`src/rtl/sdd_pkg.sv`:
```
// Package for the stereo depth block: widths, status and register codes,
// and the structs that travel down the divider pipeline. No dependencies.
package sdd_pkg;

   localparam int COORD_FRAC_BITS_DEF = 4;

   localparam int FB_W      = 24;
   localparam int DEPTH_W   = 16;
   localparam int COORD_W   = 16;
   localparam int STAT_W    = 3;
   localparam int CSR_IDX_W = 2;
   localparam int CSR_DAT_W = 24;

   // quotient bits are resolved a few per stage
   localparam int DIV_STAGES = 4;
   localparam int DIV_STEPS  = DEPTH_W / DIV_STAGES;

   localparam logic [STAT_W-1:0] ST_VALID    = 3'd0;
   localparam logic [STAT_W-1:0] ST_NO_DEPTH = 3'd3;

   localparam logic [CSR_IDX_W-1:0] CSR_FOCAL_BASELINE = 2'd0;
   localparam logic [CSR_IDX_W-1:0] CSR_MIN_DEPTH      = 2'd1;
   localparam logic [CSR_IDX_W-1:0] CSR_MAX_DEPTH      = 2'd2;

   localparam logic [DEPTH_W-1:0] MAX_DEPTH_RST = 16'hFFFF;

   typedef struct packed {
      logic [STAT_W-1:0] status;  // final status when bypass is set
      logic              bypass;  // result does not come from the quotient
      logic              ovf;     // quotient exceeds the depth range
   } meta_type;

   typedef struct packed {
      logic [COORD_W-1:0] rem;    // partial remainder, below disp for in-range divisions
      logic [DEPTH_W-1:0] nq;     // dividend bits shifting out, quotient shifting in
      logic [COORD_W-1:0] disp;   // divisor
   } div_type;

endpackage

```
`src/rtl/sdd_if.sv`:
```
// Channel interfaces of the stereo depth block: keypoint pair in, depth out,
// register writes. Depends on sdd_pkg.
interface sdd_req_if import sdd_pkg::*; ();
   logic               valid;
   logic               ready;
   logic [STAT_W-1:0]  left_status;
   logic [STAT_W-1:0]  right_status;
   logic [COORD_W-1:0] left_x;
   logic [COORD_W-1:0] right_x;

   modport source (output valid, left_status, right_status, left_x, right_x, input ready);
   modport sink   (input valid, left_status, right_status, left_x, right_x, output ready);
endinterface

interface sdd_rsp_if import sdd_pkg::*; ();
   logic               valid;
   logic               ready;
   logic [DEPTH_W-1:0] depth_mm;
   logic [STAT_W-1:0]  new_right_status;

   modport source (output valid, depth_mm, new_right_status, input ready);
   modport sink   (input valid, depth_mm, new_right_status, output ready);
endinterface

interface sdd_csr_if import sdd_pkg::*; ();
   logic                 valid;
   logic                 ready;
   logic [CSR_IDX_W-1:0] index;
   logic [CSR_DAT_W-1:0] data;

   modport source (output valid, index, data, input ready);
   modport sink   (input valid, index, data, output ready);
endinterface

```
`src/rtl/stereo_depth_from_disparity_top.sv`:
```
// Stereo depth from disparity: one keypoint pair in, one depth result out.
// Pipeline: six register stages (front stage, four divider stages of four quotient
// bits each, output register).
// Throughput: one pair per cycle unless rsp_ch stalls; set by the pipelined divider.
// Reset: synchronous, clears all valid bits and loads the register defaults.
module stereo_depth_from_disparity_top import sdd_pkg::*; #(
   parameter int COORD_FRAC_BITS = COORD_FRAC_BITS_DEF
) (
   input  logic      clock,
   input  logic      reset,
   sdd_req_if.sink   req_ch,
   sdd_rsp_if.source rsp_ch,
   sdd_csr_if.sink   csr_ch
);

   logic [FB_W-1:0]    focal_baseline_ff;
   logic [DEPTH_W-1:0] min_depth_ff;
   logic [DEPTH_W-1:0] max_depth_ff;

   logic     pipe_valid [DIV_STAGES+1];
   logic     pipe_ready [DIV_STAGES+1];
   meta_type pipe_meta  [DIV_STAGES+1];
   div_type  pipe_div   [DIV_STAGES+1];

   assign csr_ch.ready = 1'b1;

   always_ff @(posedge clock) begin
      if (reset) begin
         focal_baseline_ff <= '0;
         min_depth_ff      <= '0;
         max_depth_ff      <= MAX_DEPTH_RST;
      end else if (csr_ch.valid) begin
         unique case (csr_ch.index)
            CSR_FOCAL_BASELINE: focal_baseline_ff <= csr_ch.data[FB_W-1:0];
            CSR_MIN_DEPTH:      min_depth_ff      <= csr_ch.data[DEPTH_W-1:0];
            CSR_MAX_DEPTH:      max_depth_ff      <= csr_ch.data[DEPTH_W-1:0];
            default: ;  // drop writes beyond the register list
         endcase
      end
   end

   sdd_front #(
      .COORD_FRAC_BITS(COORD_FRAC_BITS)
   ) u_front (
      .clock          (clock),
      .reset          (reset),
      .req            (req_ch),
      .focal_baseline (focal_baseline_ff),
      .out_valid      (pipe_valid[0]),
      .out_ready      (pipe_ready[0]),
      .out_meta       (pipe_meta[0]),
      .out_div        (pipe_div[0])
   );

   for (genvar s = 0; s < DIV_STAGES; s++) begin : g_div
      sdd_div_stage #(
         .STEPS(DIV_STEPS)
      ) u_stage (
         .clock     (clock),
         .reset     (reset),
         .in_valid  (pipe_valid[s]),
         .in_ready  (pipe_ready[s]),
         .in_meta   (pipe_meta[s]),
         .in_div    (pipe_div[s]),
         .out_valid (pipe_valid[s+1]),
         .out_ready (pipe_ready[s+1]),
         .out_meta  (pipe_meta[s+1]),
         .out_div   (pipe_div[s+1])
      );
   end

   sdd_back u_back (
      .clock     (clock),
      .reset     (reset),
      .in_valid  (pipe_valid[DIV_STAGES]),
      .in_ready  (pipe_ready[DIV_STAGES]),
      .in_meta   (pipe_meta[DIV_STAGES]),
      .in_quot   (pipe_div[DIV_STAGES].nq),
      .min_depth (min_depth_ff),
      .max_depth (max_depth_ff),
      .rsp       (rsp_ch)
   );

endmodule

```
`src/rtl/sdd_front.sv`:
```
// Front stage: status decode, disparity, range pre-check and divider setup.
// Depends on sdd_pkg and sdd_if.
module sdd_front import sdd_pkg::*; #(
   parameter int COORD_FRAC_BITS = COORD_FRAC_BITS_DEF
) (
   input  logic            clock,
   input  logic            reset,
   sdd_req_if.sink         req,
   input  logic [FB_W-1:0] focal_baseline,
   output logic            out_valid,
   input  logic            out_ready,
   output meta_type        out_meta,
   output div_type         out_div
);

   localparam int NUM_W = FB_W + COORD_FRAC_BITS;
   localparam int UP_W  = NUM_W - DEPTH_W;

   logic [NUM_W-1:0]   num;
   logic [UP_W-1:0]    upper;
   logic [COORD_W-1:0] disp;
   logic               ovf;
   meta_type           meta_in;
   div_type            div_in;
   logic               valid_ff;
   meta_type           meta_ff;
   div_type            div_ff;
   logic               take;

   always_comb begin
      num   = NUM_W'(focal_baseline) << COORD_FRAC_BITS;
      upper = num[NUM_W-1:DEPTH_W];
      disp  = req.left_x - req.right_x;
      // quotient above the 16-bit range exactly when the high part reaches the divisor
      ovf   = COORD_W'(upper) >= disp;

      meta_in.ovf = ovf;
      if (req.left_status != ST_VALID) begin
         meta_in.status = req.left_status;
         meta_in.bypass = 1'b1;
      end else if (req.right_status != ST_VALID) begin
         meta_in.status = req.right_status;
         meta_in.bypass = 1'b1;
      end else if (req.left_x <= req.right_x) begin
         meta_in.status = ST_NO_DEPTH;
         meta_in.bypass = 1'b1;
      end else begin
         meta_in.status = ST_VALID;
         meta_in.bypass = 1'b0;
      end

      div_in.rem  = ovf ? '0 : COORD_W'(upper);
      div_in.nq   = num[DEPTH_W-1:0];
      div_in.disp = disp;
   end

   assign req.ready = !valid_ff || out_ready;
   assign take      = req.valid && req.ready;

   always_ff @(posedge clock) begin
      if (reset) begin
         valid_ff <= 1'b0;
      end else if (req.ready) begin
         valid_ff <= req.valid;
      end
   end

   always_ff @(posedge clock) begin
      if (take) begin
         meta_ff <= meta_in;
         div_ff  <= div_in;
      end
   end

   assign out_valid = valid_ff;
   assign out_meta  = meta_ff;
   assign out_div   = div_ff;

   // an item sent to the divider has a positive disparity
   a_disp_nonzero: assert property (@(posedge clock) disable iff (reset)
      valid_ff && !meta_ff.bypass |-> div_ff.disp != '0)
      else $error("divider item with zero disparity");

   // only a pair with both statuses valid skips the bypass
   a_status_valid: assert property (@(posedge clock) disable iff (reset)
      valid_ff && !meta_ff.bypass |-> meta_ff.status == ST_VALID)
      else $error("divider item without valid status");

endmodule

```
`src/rtl/sdd_div_stage.sv`:
```
// One stage of the restoring divider: resolves STEPS quotient bits.
// Depends on sdd_pkg.
module sdd_div_stage import sdd_pkg::*; #(
   parameter int STEPS = DIV_STEPS
) (
   input  logic     clock,
   input  logic     reset,
   input  logic     in_valid,
   output logic     in_ready,
   input  meta_type in_meta,
   input  div_type  in_div,
   output logic     out_valid,
   input  logic     out_ready,
   output meta_type out_meta,
   output div_type  out_div
);

   logic [COORD_W:0] part;
   logic             qbit;
   div_type          div_in;
   logic             valid_ff;
   meta_type         meta_ff;
   div_type          div_ff;

   always_comb begin
      div_in = in_div;
      part   = '0;
      qbit   = 1'b0;
      for (int i = 0; i < STEPS; i++) begin
         part = {div_in.rem, div_in.nq[DEPTH_W-1]};
         qbit = part >= {1'b0, div_in.disp};
         if (qbit) begin
            part = part - {1'b0, div_in.disp};
         end
         div_in.rem = part[COORD_W-1:0];
         div_in.nq  = {div_in.nq[DEPTH_W-2:0], qbit};
      end
   end

   assign in_ready = !valid_ff || out_ready;

   always_ff @(posedge clock) begin
      if (reset) begin
         valid_ff <= 1'b0;
      end else if (in_ready) begin
         valid_ff <= in_valid;
      end
   end

   always_ff @(posedge clock) begin
      if (in_valid && in_ready) begin
         meta_ff <= in_meta;
         div_ff  <= div_in;
      end
   end

   assign out_valid = valid_ff;
   assign out_meta  = meta_ff;
   assign out_div   = div_ff;

   // remainder stays below the divisor for in-range divisions
   a_rem_bound: assert property (@(posedge clock) disable iff (reset)
      valid_ff && !meta_ff.bypass && !meta_ff.ovf |-> div_ff.rem < div_ff.disp)
      else $error("divider remainder out of bound");

   // divisor travels unchanged through the stage
   a_disp_kept: assert property (@(posedge clock) disable iff (reset)
      in_valid && in_ready |=> div_ff.disp == $past(in_div.disp))
      else $error("divisor changed in stage");

endmodule

```
`src/rtl/sdd_back.sv`:
```
// Back stage: depth range check, status select and the output register.
// Depends on sdd_pkg and sdd_if.
module sdd_back import sdd_pkg::*; (
   input  logic               clock,
   input  logic               reset,
   input  logic               in_valid,
   output logic               in_ready,
   input  meta_type           in_meta,
   input  logic [DEPTH_W-1:0] in_quot,
   input  logic [DEPTH_W-1:0] min_depth,
   input  logic [DEPTH_W-1:0] max_depth,
   sdd_rsp_if.source          rsp
);

   logic [DEPTH_W-1:0] depth_in;
   logic [STAT_W-1:0]  status_in;
   logic               valid_ff;
   logic [DEPTH_W-1:0] depth_ff;
   logic [STAT_W-1:0]  status_ff;

   always_comb begin
      if (in_meta.bypass) begin
         depth_in  = '0;
         status_in = in_meta.status;
      end else if (in_meta.ovf || in_quot < min_depth || in_quot > max_depth) begin
         depth_in  = '0;
         status_in = ST_NO_DEPTH;
      end else begin
         depth_in  = in_quot;
         status_in = ST_VALID;
      end
   end

   assign in_ready = !valid_ff || rsp.ready;

   always_ff @(posedge clock) begin
      if (reset) begin
         valid_ff <= 1'b0;
      end else if (in_ready) begin
         valid_ff <= in_valid;
      end
   end

   always_ff @(posedge clock) begin
      if (in_valid && in_ready) begin
         depth_ff  <= depth_in;
         status_ff <= status_in;
      end
   end

   assign rsp.valid            = valid_ff;
   assign rsp.depth_mm         = depth_ff;
   assign rsp.new_right_status = status_ff;

   // any status other than valid carries a zero depth
   a_depth_zero: assert property (@(posedge clock) disable iff (reset)
      valid_ff && status_ff != ST_VALID |-> depth_ff == '0)
      else $error("invalid status with nonzero depth");

endmodule

```
`src/flat_wrapper.sv`:
```
// flat-port wrapper written by rule: the top's interface ports become plain ports
module stereo_depth_from_disparity_top_flat import sdd_pkg::*;
#(
   parameter int COORD_FRAC_BITS = COORD_FRAC_BITS_DEF
)
  (clock, reset, req_ch_valid, req_ch_left_status, req_ch_right_status, req_ch_left_x, req_ch_right_x, req_ch_ready, rsp_ch_valid, rsp_ch_depth_mm, rsp_ch_new_right_status, rsp_ch_ready, csr_ch_valid, csr_ch_index, csr_ch_data, csr_ch_ready);
  sdd_req_if req_ch_i ();
  sdd_rsp_if rsp_ch_i ();
  sdd_csr_if csr_ch_i ();
  input  logic clock;
  input  logic reset;
  input wire logic [$bits(req_ch_i.valid)-1:0] req_ch_valid;
  input wire logic [$bits(req_ch_i.left_status)-1:0] req_ch_left_status;
  input wire logic [$bits(req_ch_i.right_status)-1:0] req_ch_right_status;
  input wire logic [$bits(req_ch_i.left_x)-1:0] req_ch_left_x;
  input wire logic [$bits(req_ch_i.right_x)-1:0] req_ch_right_x;
  output wire logic [$bits(req_ch_i.ready)-1:0] req_ch_ready;
  output wire logic [$bits(rsp_ch_i.valid)-1:0] rsp_ch_valid;
  output wire logic [$bits(rsp_ch_i.depth_mm)-1:0] rsp_ch_depth_mm;
  output wire logic [$bits(rsp_ch_i.new_right_status)-1:0] rsp_ch_new_right_status;
  input wire logic [$bits(rsp_ch_i.ready)-1:0] rsp_ch_ready;
  input wire logic [$bits(csr_ch_i.valid)-1:0] csr_ch_valid;
  input wire logic [$bits(csr_ch_i.index)-1:0] csr_ch_index;
  input wire logic [$bits(csr_ch_i.data)-1:0] csr_ch_data;
  output wire logic [$bits(csr_ch_i.ready)-1:0] csr_ch_ready;
  assign req_ch_i.valid = req_ch_valid;
  assign req_ch_i.left_status = req_ch_left_status;
  assign req_ch_i.right_status = req_ch_right_status;
  assign req_ch_i.left_x = req_ch_left_x;
  assign req_ch_i.right_x = req_ch_right_x;
  assign req_ch_ready = req_ch_i.ready;
  assign rsp_ch_valid = rsp_ch_i.valid;
  assign rsp_ch_depth_mm = rsp_ch_i.depth_mm;
  assign rsp_ch_new_right_status = rsp_ch_i.new_right_status;
  assign rsp_ch_i.ready = rsp_ch_ready;
  assign csr_ch_i.valid = csr_ch_valid;
  assign csr_ch_i.index = csr_ch_index;
  assign csr_ch_i.data = csr_ch_data;
  assign csr_ch_ready = csr_ch_i.ready;
  stereo_depth_from_disparity_top #(.COORD_FRAC_BITS(COORD_FRAC_BITS)) u_core (.clock(clock), .reset(reset), .req_ch(req_ch_i), .rsp_ch(rsp_ch_i), .csr_ch(csr_ch_i));
endmodule
```
`config.mk`:
```
export PLATFORM = sky130hd
export DESIGN_NAME = stereo_depth_from_disparity_top_flat
export DESIGN_NICKNAME = d
export VERILOG_FILES = /design/src/rtl/sdd_pkg.sv /design/src/rtl/sdd_if.sv /design/src/rtl/stereo_depth_from_disparity_top.sv /design/src/rtl/sdd_front.sv /design/src/rtl/sdd_div_stage.sv /design/src/rtl/sdd_back.sv /design/src/flat_wrapper.sv
export SDC_FILE = /design/constraint.sdc
export NUM_CORES = 1
export LEC_CHECK = 0
export ABC_AREA = 1
export BUFFER_PORTS_ARGS = -buffer_cell sky130_fd_sc_hd__buf_2
export CORE_MARGIN = 1.5
export CORE_UTILIZATION = 40
export DETAILED_ROUTE_END_ITERATION = 10
export PLACE_DENSITY = 0.62
export SLEW_MARGIN = 25
export SYNTH_ARGS = -nofsm -noshare
export SYNTH_HDL_FRONTEND = slang
export SYNTH_SLANG_ARGS = --single-unit
```
`constraint.sdc`:
```
create_clock -name clock -period 18.1 [get_ports clock]
set_input_delay 0.905 -clock clock [delete_from_list [all_inputs] [get_ports clock]]
set_output_delay 0.905 -clock clock [all_outputs]
set_load 0.02 [all_outputs]
```
==> metrics.yaml <==
status: "complete, no violations"
numCtsBuffers: 31
final_nets: 3975
synth_xor_area_share_pct: 6.63
path_common_cell: "nand2_1"
yosys.area_share.simple_pct: 24.5
top_layer: "met5"
postRouteAntennaNets: 0
slew_headroom_pct: 38.0
max-cap-violations: 0
synth_warnings: 0
worstSetupPathType: "reg -> reg"
die_y_um: 259
grt_max_degree: 57
fin_tns_setup_ns: 0
yosysTopAreaCell: "edfxtp_1"
finalHoldViolCount: 0
root_buffer: "clkbuf_16"
n_antenna_cell: 0
cts_tree: "yes"
synth_top_family_by_area: "simple AND/OR/NAND/NOR gates"
cts_resized: 0
setup_ws_ns: 8.41
place_area_um2: 27500
dp.final_hpwl_um: 57200
dp_slack_ns: 8.41
synth_edf_count: 232
track_usage_pct: 21.1
path_clk_slew_ns: 0.07
syn_inst: 3513
multi_input_area_um2: 15800
synthAdderAreaFrac_pct: 15.8
htreeDepth: 1
critical_path_required_ns: 18.45
arrival_ns: 10.03
vias: 23000
die_x_um: 259
die_area_um2: 67300
core_area_um2: 64700
worst_skew_pair.late_latency_ns: 0.59
yosysSeqAreaShare_pct: 31.2
regArea_um2: 8210
fmax_mhz: 103
fin_skew_ns: 0.0274
cts_hold_buf: 0
rrSetupSlack_ns: 8.41
syn-num-nets: 3905
cpPeakStageDelay_ns: 0.57
synth-async-reset-ratio_pct: 0
syn_area_per_cell_um2: 7.48
wl_um: 70900
critPathSlowestCell: "o21ai_0"
wl_met1_um: 33100
fillers: 6584
worstPathMaxFanout: 21
synth_area_leaders: "edfxtp_1, ha_1, nand2_1, inv_1, a21oi_1"
row_count: 93
yosys-mux-area-fraction_pct: 0
synth-main-ff-cell: "edfxtp_1"
cts.sinks: 294
dr.first_iter.drc_count: 1651
ios: 91
hold_path.class: "reg -> reg"
rsz0062_at_grt: "no"
portBuffers: 89
finalSetupViolations: 0
layout_min_cycle_time_ns: 9.69
wl_met3_um: 3180
cts_buffer_depth: 3
route.detailed.wl_per_inst_um: 15.9
synth-compound-area-share_pct: 13.3
yosys.area.top_type_share_pct: 26.5
ys_ff_latch: 294
drcViolationCount: 0
synthTopCellsByCount: "nand2_1, inv_1, ha_1, a21oi_1, edfxtp_1"
layout-drive-gt1-share_pct: 6.68
synth_cell_types: 58
place_congestion: 0.920
synth_most_common_cell: "nand2_1"
area_delta_synth_final_pct: 8.62
tightest_slew_ns: 0.929
grt_pass1_vias: 21900
initial_utilization_pct: 40.6
overflow: 0
report.final.slew_viol_count: 0
grt_antenna_before_repair: 5
wl_met2_um: 32900
detail_route.vias_per_cell: 5.15
final_area_um2: 28600
netlist_area_um2: 26300
drtPass1Iterations: 6
endpoint_kind: "register"
post_cts_buffers: 0
start_kind: "register"
period_share_pct: 53.5
grt_pass1_wl_um: 115000
-- worst max-delay path, delay by kind of cell, from the launching register on --
| kind | cells | cell delay (ns) |
|---|---|---|
| AO/OA/AOI/OAI | 14 | 3.04 |
| flip-flops | 1 | 0.47 |
| adder cells (fa/ha/maj) | 4 | 1.58 |
| buffers and inverters | 3 | 1.09 |
| AND/OR/NAND/NOR | 19 | 3.18 |
-- stage by stage --
step                      hold slack (ns)  utilization [%]  instances
after floorplan                     0.400                -       3513
after global placement              0.400             42.5       4405
after detailed placement            0.405             42.5       4405
after CTS                           0.419             44.1       4463
after global routing                0.423             44.1       4463
final                               0.418             44.1       4463
-- path summary, 6_finish.rpt --
kind / start / to / depth (start not counted)
max reg2reg: u_core.u_front.out_div[1]$_DFFE_PP_ / u_core.g_div[0].u_stage.out_div[44]$_DFFE_PP_ / 40
min: u_core.g_div[1].u_stage.out_div[22]$_DFFE_PP_ / u_core.g_div[2].u_stage.out_div[26]$_DFFE_PP_ / 0
max: u_core.u_front.out_div[1]$_DFFE_PP_ / u_core.g_div[0].u_stage.out_div[44]$_DFFE_PP_ / 40
min reg2reg: u_core.g_div[1].u_stage.out_div[22]$_DFFE_PP_ / u_core.g_div[2].u_stage.out_div[26]$_DFFE_PP_ / 0
-- cells in the final DEF (no fill, tap or decap), types with 13 or more instances in the layout --
master / netlist / routed
inv_1: 493 / 491
dfxtp_1: 62 / 62
nand3_1: 183 / 183
nand2_1: 936 / 936
o21ai_1: 14 / 14
ha_1: 309 / 309
nor2_1: 217 / 214
nand4_1: 43 / 43
o21bai_1: 18 / 18
a21oi_1: 289 / 289
buf_2: 15 / 89
clkbuf_16: 0 / 32
nor3_1: 28 / 28
a21o_1: 17 / 17
fa_1: 14 / 14
xnor2_1: 90 / 90
edfxtp_1: 232 / 232
xor2_1: 109 / 109
a31oi_1: 13 / 13
o211ai_1: 22 / 22
nand2_2: 22 / 22
o21ai_0: 204 / 204
-- flip-flops by register name (all words and copies together), names as in the netlist --
register / flops
u_core.focal_baseline_ff: 24
u_core.g_div.u_stage.out_div: 148
u_core.g_div.u_stage.out_meta: 20
u_core.g_div.u_stage.out_valid: 4
u_core.max_depth_ff: 16
u_core.min_depth_ff: 16
u_core.u_back.rsp.depth_mm: 16
u_core.u_back.rsp.new_right_status: 3
u_core.u_back.rsp.valid: 1
u_core.u_front.out_div: 40
u_core.u_front.out_meta: 5
u_core.u_front.out_valid: 1
-- cell type report --
class	instances	share of cell area, %
multi-input combinational	2657	55.4
sequential	294	28.7
inverter	502	6.61
tap	855	3.75
clock buffer	39	2.93
timing repair buffer	97	1.77
clock inverter	19	0.749
-- kinds of logic (layout without fill, tap and decap cells) --
family,Yosys count,after routing
AND/OR/NAND/NOR,1503,1503
AO/OA/AOI/OAI,631,631
buffers and inverters,562,657
adder cells (fa/ha/maj),323,323
flip-flops,294,294
XOR/XNOR,199,199
other,1,1
-- layer usage --
metal,GRT usage (%),vias to the layer above
met3,2.06,106
met2,36.4,495
met5,0,-
li1,-,11900
met4,4.91,2
met1,28.2,10500
Power is left out: the tool's default activity adds up to more than one toggle a clock period on the data nets, which glitch-free logic cannot reach.
